===== src/sv/pa3_pkg.sv =====
package pa3_pkg;

	localparam int IN_CW   = 24;
	localparam int IDX_W   = 10;
	localparam int AREA_W  = 54;
	localparam int MAG_W   = 64;
	localparam int HALF_W  = 32;
	localparam int SQ_W    = 128;

	localparam logic FUNC_LOAD   = 1'b0;
	localparam logic FUNC_VERTEX = 1'b1;

	typedef struct packed {
		logic                    func;
		logic [IDX_W-1:0]        node_index;
		logic signed [IN_CW-1:0] coord_x;
		logic signed [IN_CW-1:0] coord_y;
		logic signed [IN_CW-1:0] coord_z;
		logic                    last_vertex;
	} in_t;

	typedef struct packed {
		logic [AREA_W-1:0] area;
		logic              saturated;
	} out_t;

	typedef enum logic [3:0] {
		ST_IDLE,
		ST_FETCH,
		ST_DIFF,
		ST_MUL,
		ST_ACC,
		ST_SQ,
		ST_ROOT_GO,
		ST_ROOT,
		ST_DONE
	} state_t;

endpackage


===== src/sv/pa3_isqrt.sv =====
module pa3_isqrt
	import pa3_pkg::*;
(
	input  logic              clk,
	input  logic              arst_n,
	input  logic              start,
	input  logic [SQ_W-1:0]   value,
	output logic              done,
	output logic [MAG_W-1:0]  root
);

	logic [MAG_W+1:0]   rem_q;
	logic [MAG_W-1:0]   root_q;
	logic [SQ_W-1:0]    val_q;
	logic [5:0]         cnt_q;
	logic               busy_q;
	logic               done_q;
	logic [MAG_W+1:0]   rem_sh;
	logic [MAG_W+1:0]   trial;
	logic               take;

	// One result bit per cycle, restoring method on two radicand bits a step.
	always_comb begin
		rem_sh = {rem_q[MAG_W-1:0], val_q[SQ_W-1 -: 2]};
		trial  = {root_q, 2'b01};
		take   = (rem_sh >= trial);
	end

	always_ff @(posedge clk or negedge arst_n) begin
		if (!arst_n) begin
			busy_q <= 1'b0;
			done_q <= 1'b0;
			cnt_q  <= '0;
		end else begin
			done_q <= 1'b0;
			if (start) begin
				busy_q <= 1'b1;
				cnt_q  <= '1;
			end else if (busy_q) begin
				cnt_q <= cnt_q - 6'd1;
				if (cnt_q == '0) begin
					busy_q <= 1'b0;
					done_q <= 1'b1;
				end
			end
		end
	end

	always_ff @(posedge clk) begin
		if (start) begin
			rem_q  <= '0;
			root_q <= '0;
			val_q  <= value;
		end else if (busy_q) begin
			val_q <= {val_q[SQ_W-3:0], 2'b00};
			if (take) begin
				rem_q  <= rem_sh - trial;
				root_q <= {root_q[MAG_W-2:0], 1'b1};
			end else begin
				rem_q  <= rem_sh;
				root_q <= {root_q[MAG_W-2:0], 1'b0};
			end
		end
	end

	assign done = done_q;
	assign root = root_q;

endmodule


===== config.mk =====
export PLATFORM = sky130hd
export DESIGN_NAME = pa3_isqrt
export DESIGN_NICKNAME = d
export VERILOG_FILES = /design/src/sv/pa3_pkg.sv /design/src/sv/pa3_isqrt.sv
export SDC_FILE = /design/constraint.sdc
export NUM_CORES = 1
export LEC_CHECK = 0
export CELL_PAD_IN_SITES_DETAIL_PLACEMENT = 1
export CELL_PAD_IN_SITES_GLOBAL_PLACEMENT = 1
export CORE_MARGIN = 5
export CORE_UTILIZATION = 48
export DETAILED_ROUTE_END_ITERATION = 8
export DONT_BUFFER_PORTS = 1
export PLACE_DENSITY = 0.8
export SLEW_MARGIN = 10
export SYNTH_ARGS = -nofsm -noshare
export SYNTH_HDL_FRONTEND = slang
export SYNTH_SLANG_ARGS = --single-unit
export TNS_END_PERCENT = 100

===== constraint.sdc =====
create_clock -name clk -period 7.2 [get_ports clk]
set_clock_uncertainty 0.15 [all_clocks]
set_input_delay 1.44 -clock clk [delete_from_list [all_inputs] [get_ports clk]]
set_output_delay 1.44 -clock clk [all_outputs]
set_load 0.05 [all_outputs]

Word-level counts from Yosys, hierarchy flattened
Cells that the tools add are included.
{"block": "totals", "ff_bits": 264, "input_bits": 131, "out_inout_bits": 65, "word_cells": 23}
{"block": "op_classes", "n_addsub": 2, "magnitude_cmp": 1, "muxes": 12, "n_reduce_logical": 2}
{"operator": "$mux W128", "n": 2}
{"operator": "$ge A66 B66 Y1", "n": 1}
{"operator": "$mux W64", "n": 1}
{"operator": "$sub A64 B64 Y64", "n": 1}
{"operator": "$mux W6", "n": 2}
{"operator": "$mux W1", "n": 7}
{"operator": "$logic_not A6 Y1", "n": 1}
{"operator": "$sub A6 B1 Y6 const B", "n": 1}
{"operator": "$reduce_bool A2 Y1", "n": 1}

Longest topological paths before layout
Gate-level depths: netlist of run 1.
{"block": "logic_depth", "word_depth": 4, "mapped_depth": 15, "ltp_nobuf": 12}

Worst setup path after synthesis of run 1
Ideal clock, no wire load.
{"block": "synth_timing", "kind": "input-to-reg", "from": "input port start", "to": "register val_q[0] (enable)", "setup_ps": 481, "t_arrival_ps": 4791, "required_ps": 6569, "slack_ps": 1778, "cell_stages": 5, "n_path_buf": 3, "cell_sequence": "clkbuf_1 -> clkbuf_1 -> clkbuf_1 -> nor2_1 -> inv_1"}
{"block": "synth_between", "elab_chain_len": 1}
{"item": "start: declaration", "line": "pa3_isqrt.sv:6", "rtl": "input logic start,"}
{"item": "$reduce_bool A2 Y1 (no line)"}
{"item": "end signal: assignment", "line": "pa3_isqrt.sv:53", "rtl": "val_q <= value;"}
{"item": "end signal: assignment", "line": "pa3_isqrt.sv:55", "rtl": "val_q <= {val_q[SQ_W-3:0], 2'b00};"}
{"item": "end: declaration", "line": "pa3_isqrt.sv:14", "rtl": "logic [SQ_W-1:0] val_q;"}
No other way between the ends.
A chain may end at the register's enable or synchronous reset.

Worst setup path after layout of run 1
{"block": "layout_timing", "from": "register root_q[13], in the netlist root[13]", "to": "register rem_q[63]"}
{"block": "layout_between", "elab_chain_len": 2, "elab_cells_between_ends": 3, "cone_classes": "1 x add/sub; 1 x order compare; 1 x mux"}
{"item": "start: declaration", "line": "pa3_isqrt.sv:13", "rtl": "logic [MAG_W-1:0] root_q;"}
{"item": "start signal: assignment", "line": "pa3_isqrt.sv:58", "rtl": "root_q <= {root_q[MAG_W-2:0], 1'b1};"}
{"item": "start signal: assignment", "line": "pa3_isqrt.sv:61", "rtl": "root_q <= {root_q[MAG_W-2:0], 1'b0};"}
{"item": "$sub A64 B64 Y64 / $ge A66 B66 Y1 (equally long branches)", "line": "pa3_isqrt.sv:57, pa3_isqrt.sv:26"}
{"item": "$mux W64 *", "line": "pa3_isqrt.sv:56", "rtl": "if (take) begin"}
{"item": "end signal: assignment", "line": "pa3_isqrt.sv:57", "rtl": "rem_q <= rem_sh - trial;"}
{"item": "end signal: assignment", "line": "pa3_isqrt.sv:60", "rtl": "rem_q <= rem_sh;"}
{"item": "end: declaration", "line": "pa3_isqrt.sv:12", "rtl": "logic [MAG_W+1:0] rem_q;"}
Every way passes the cells marked *; elsewhere a longest branch is shown, timed or not.

==> results of run 1 <==
==> metrics by stage <==
step,instance area [um^2],std cells,hold WS [ns]
after CTS,16100,1843,0.353
after detailed placement,15200,1789,0.339
final,16100,1847,0.354
after floorplan,15100,1477,0.312
after global placement,15200,1789,0.325
after global routing,16100,1846,0.367
==> where the power goes <==
part,internal [mW],switching [mW],total (mW)
sequential,1.80,0.151,1.95
clock,0.840,0.620,1.46
combinational,1.57,2.07,3.64
==> final cells by class <==
class / count / area, um^2 / share of cell area (%)
clock buffer: 42 / 835 / 5.17
inverter: 89 / 337 / 2.09
sequential: 264 / 6610 / 41.0
multi-input combinational: 1035 / 7720 / 47.8
timing repair buffer: 5 / 37.5 / 0.233
tap: 396 / 495 / 3.07
antenna: 4 / 10.0 / 0.0620
clock inverter: 12 / 100 / 0.620
==> logic make-up (layout without fill, tap and decap cells) <==
logic type | count (synthesis) | in the layout | synth area share, %
multiplexers | 242 | 242 | 17.2
other | 0 | 4 | 0
buffers and inverters | 178 | 148 | 4.91
AO/OA/AOI/OAI | 312 | 312 | 14.2
adder cells (fa/ha/maj) | 68 | 68 | 5.65
XOR/XNOR | 60 | 60 | 3.49
AND/OR/NAND/NOR | 353 | 353 | 10.7
flip-flops | 264 | 264 | 43.9
==> routing by layer <==
metal,up-vias,global-route usage (%)
met5,-,0
met4,10,5.32
met3,63,6.98
met2,260,34.6
met1,5232,26.5
li1,5229,-
==> worst reg2reg max path: stages (launching register included) <==
cell	delay, ns
dfxtp_1	0.70
inv_1	0.13
ha_1	0.42
a21oi_1	0.15
o21a_1	0.22
a21oi_1	0.19
o21ai_0	0.14
a211oi_1	0.48
nor2_4	0.14
o22ai_4	0.16
buf_4	0.59
nand2_1	0.35
a2111oi_0	0.48
nor3_1	0.10
==> flip-flops by register name, indices dropped and copies added, names as in the netlist <==
signal	cells
done	1
val_q	128
root	64
rem_q	64
cnt_q	6
busy_q	1
==> synthesized netlist by cell type (all sizes together) (3+ instances only) <==
cell type / instances
a2111oi: 4
a211o: 3
a211oi: 52
a21o: 25
a21oi: 88
a221oi: 4
a31o: 3
a31oi: 9
a41o: 4
and2: 10
and3: 6
buf: 29
clkbuf: 60
dfrtp: 8
dfxtp: 128
edfxtp: 128
ha: 68
inv: 89
mux2: 129
mux2i: 113
nand2: 63
nand2b: 17
nand3: 18
nand4: 22
nor2: 173
nor2b: 6
nor3: 19
nor3b: 4
o211ai: 9
o21a: 15
o21ai: 50
o21bai: 17
o31ai: 9
or2: 4
or3: 4
xnor2: 39
xor2: 21
==> path summary, 6_finish.rpt <==
| kind | from | slack [ns] | cells past startpoint | to |
|---|---|---|---|---|
| worst max-delay path | root[13] | 2.68 | 13 | rem_q[63] |
| worst min-delay path | rem_q[12] | 0.35 | 2 | rem_q[12] |
| worst max register to register | root[13] | 2.68 | 13 | rem_q[63] |
| worst min register to register | rem_q[12] | 0.35 | 2 | rem_q[12] |
| max in group asynchronous | arst_n | 6.40 | 0 | busy_q |
| min in group asynchronous | arst_n | 0.42 | 0 | cnt_q[0] |
==> flow_summary.ini, run 1 <==
[grt]
grt_antenna_before_repair = 8
grtUsageTotal_pct = 20.9
grt_pass1_wl_mm = 61.4
grt_pass1_vias = 11400
grt_max_degree = 272
grt_remaining_overflow = 0

[routing]
postRouteAntennaNets = 0
wl_met1_mm = 16.1
drtIter0Drc = 615
wl_met2_mm = 17.8
routed.top_layer = met5
drt-total-wl_mm = 37.8
vias = 10800
dr_wl_met3_mm = 2.87
wire_per_inst_um = 20.5
viasPerCell = 5.84
first_pass_iters = 5
drc = 0

[setup_path]
crit_fanout = 50
cp.arrival_ns = 4.81
path_delay_family = compound AO/OA/AOI/OAI gates
start_kind = flip-flop
endpoint_kind = flip-flop
cpMostUsedCell = a21oi_1
path_cells = inv_1, ha_1, a21oi_1, o21a_1, a21oi_1, o21ai_0, a211oi_1, nor2_4, o22ai_4, buf_4, nand2_1, a2111oi_0, nor3_1
worstSetupPathType = reg2reg
critical-path-slowest-cell = dfxtp_1
path_buf_inv = 2
cp.required_ns = 7.49
critPathMaxStageDelay_ns = 0.70

[placement]
place_congestion = 0.867
dp_hpwl_mm = 26.9
pre_cts_ws_ns = 2.69
numPortBuffers = 0

[power_and_ir_drop]
p_leak_nw = 6.78
power.total_mw = 7.06
ir_drop_v = 0.000287
cellPowerDensity_nw_per_um2 = 437

[yosys]
syn_nets = 1676
synth_top_area_cell = edfxtp_1
ys.flop_type = edfxtp_1
syn_inst = 1477
syn_area_per_cell_um2 = 10.2
ys_seq_area_share_pct = 43.9
synth_area_um2 = 15100
synth-edff-count = 128
synth_cell_type_count = 78
synth.yosys.warnings = 0
async_flop_share_pct = 3.03
ys_seq_elements = 264
yosys-top-cells-area = edfxtp_1, dfxtp_1, mux2_2, mux2i_1, ha_1
synth_top_cell_area_share_pct = 25.5

[clock_tree]
h-tree-depth = 1
cts_resized = 0
clk_latency_ns = 0.57
clkSinkCount = 264
clock_path_buffers = 3
cts_tree = built
post-cts-setup-buffer-count = 0
hold_buffers = 0
numCtsBuffers = 29
cts_root_buf = clkbuf_16
path_clk_slew_ns = 0.06

[timing]
worstMarginPinSlew_ns = 1.08
slew_headroom_pct = 27.8
fin_setup_tns_ns = 0
setup_ws_ns = 2.68
rsz0062_at_grt = false
period_share_pct = 62.8
slew_viol_final = 0
finalSetupViolCount = 0
finalHoldViolCount = 0
max_freq_mhz = 221
fin_crit_ns = 4.52

[floorplan]
die_y_um = 187
core-area_um2 = 30700
row_count = 64
start_util_pct = 49.0
dieArea_um2 = 35000
die-width_um = 187
ios = 196

[run]
cap_violations = 0

[cells_and_area]
area_growth_pct = 7.16
fin_nets = 1623
fill_cells = 3366
final_common_cell = nor2_1
finish.utilization_pct = 52.5
layout_common_cells = nor2_1, mux2_2, dfxtp_1, edfxtp_1, mux2i_1
drive_gt1_share_pct = 14.0

[worst_hold_path]
hp-class = reg2reg

[status]
status = completed
Power figures use the tool's default switching activity.
==> run 2, diff against run 1 <==
- clock period: 7.2 -> 4.55 ns (I/O delays scaled with it)
==> flow_summary.ini, run 2 (same netlist as run 1, synthesis figures left out) <==
[grt]
grt_pass1_wl_mm = 63.5
grt_max_degree = 272
grt_pass1_vias = 11600
grtUsageTotal_pct = 21.7
grt_antenna_before_repair = 8
grt_remaining_overflow = 0

[clock_tree]
cts_tree = built
clock_path_buffers = 3
clk_latency_ns = 0.57
path_clk_slew_ns = 0.07
clkSinkCount = 264
post-cts-setup-buffer-count = 0
cts_root_buf = clkbuf_16
h-tree-depth = 1
numCtsBuffers = 29

[setup_path]
worst-r2r-setup-slack_ns = 0.69
crit_fanout = 38
endpoint_kind = flip-flop
cp.required_ns = 4.87
cp.arrival_ns = 4.18
r2r_start = root[58]
setup.worst_path.start = root[58]
worstSetupPathType = reg2reg
start_kind = flip-flop

[floorplan]
ios = 196
dieArea_um2 = 35000
start_util_pct = 49.0
die-width_um = 187
core-area_um2 = 30700
die_y_um = 187
row_count = 64

[placement]
place_congestion = 0.837
dp_hpwl_mm = 28.0
dp.cells = 1852
numPortBuffers = 0
pre_cts_ws_ns = 0.770

[routing]
viasPerCell = 5.81
drt-total-wl_mm = 39.3
drc = 0
first_pass_iters = 5
postRouteAntennaNets = 0
drtIter0Drc = 614
wire_per_inst_um = 20.6
vias = 11100

[power_and_ir_drop]
cellPowerDensity_nw_per_um2 = 675
p_leak_nw = 7.14
power.total_mw = 11.3
ir_drop_v = 0.000375

[worst_hold_path]
hp-class = in2reg
min-delay-start = start

[cells_and_area]
final_common_cell = nor2_1
drive_gt1_share_pct = 17.6
area_growth_pct = 10.6
stdcell_count = 1908
fin_nets = 1687
top_register = val_q
largest_reg_flops = 128
layout_common_cells = nor2_1, mux2_2, dfxtp_1, edfxtp_1, mux2i_1
fill_cells = 3357

[timing]
rsz0062_at_grt = false
max_freq_mhz = 259
worstMarginPinSlew_ns = 1.01
period_share_pct = 84.8
fin_setup_tns_ns = 0
fin_crit_ns = 3.86
slew_headroom_pct = 32.7
setup_ws_ns = 0.692
finalHoldViolCount = 0
finalSetupViolCount = 0
slew_viol_final = 0

[status]
status = completed

[run]
cap_violations = 0
-- run 2: cell count changes in the layout (fill, tap and decap cells not counted), sizes merged --
cell	delta
buf	+63
clkbuf	+4
clkinv	-5
clkinvlp	+2
diode	-3
dlygate4sd3	+1
inv	-1
-- run 2: path summary, 6_finish.rpt --
| check | cells past startpoint | end |
|---|---|---|
| max reg2reg | 13 | rem_q[56] |
| min reg2reg | 2 | rem_q[1] |
| min in group asynchronous | 1 | cnt_q[3] |
| min | 1 | root[7] |
| max | 13 | rem_q[56] |
| max in group asynchronous | 1 | busy_q |
-- run 2: report_power, final --
part	switching (mW)	leakage (nW)	internal [mW]	total [mW]
logic	3.34	4.19	2.49	5.84
clock network	0.980	0.471	1.38	2.36
registers	0.202	2.48	2.85	3.05
-- run 2: metrics by stage --
step	instance area (um^2)	hold slack (ns)	util, %
global route	16700	0.269	54.2
CTS	16700	0.260	54.2
floorplan	15100	0.312	-
finish	16700	0.281	54.2
detailed placement	15700	0.340	51.0
global placement	15700	0.327	51.0
-- run 2: final cells by class --
type	instances	area, um^2	area share (%)
diodes	1	2.50	0.0150
clock buffers	46	880	5.28
clock inverters	8	85.1	0.511
inverters	89	338	2.03
multi-input cells	1035	7720	46.3
flip-flops and latches	264	6610	39.7
well taps	396	495	2.97
repair buffers	69	533	3.20
-- run 2: critical path: stages (launching register included) --
cell and delay (ns):
dfxtp_1 0.33, buf_4 0.23, inv_1 0.07, ha_1 0.47, nand2_1 0.18, or3_1 0.37, nor4_1 0.31, nand4_1 0.12
o311a_1 0.19, o22ai_4 0.23, buf_4 0.51, or2_0 0.18, a31oi_1 0.09, a211oi_1 0.31
-- run 2: timing repair --
action,CTS,global route
hold buffers,1,0
gates resized for setup,0,0
hold endpoints to repair,8,0
endpoints found under the setup margin,0,0
-- run 2: per-layer routing --
layer	vias to the layer above	global-route usage, %	wire [um]
met3	62	7.04	2870
met4	12	4.15	725
met5	-	0	72
met2	237	36.9	19000
met1	5425	27.5	16600
li1	5349	-	-
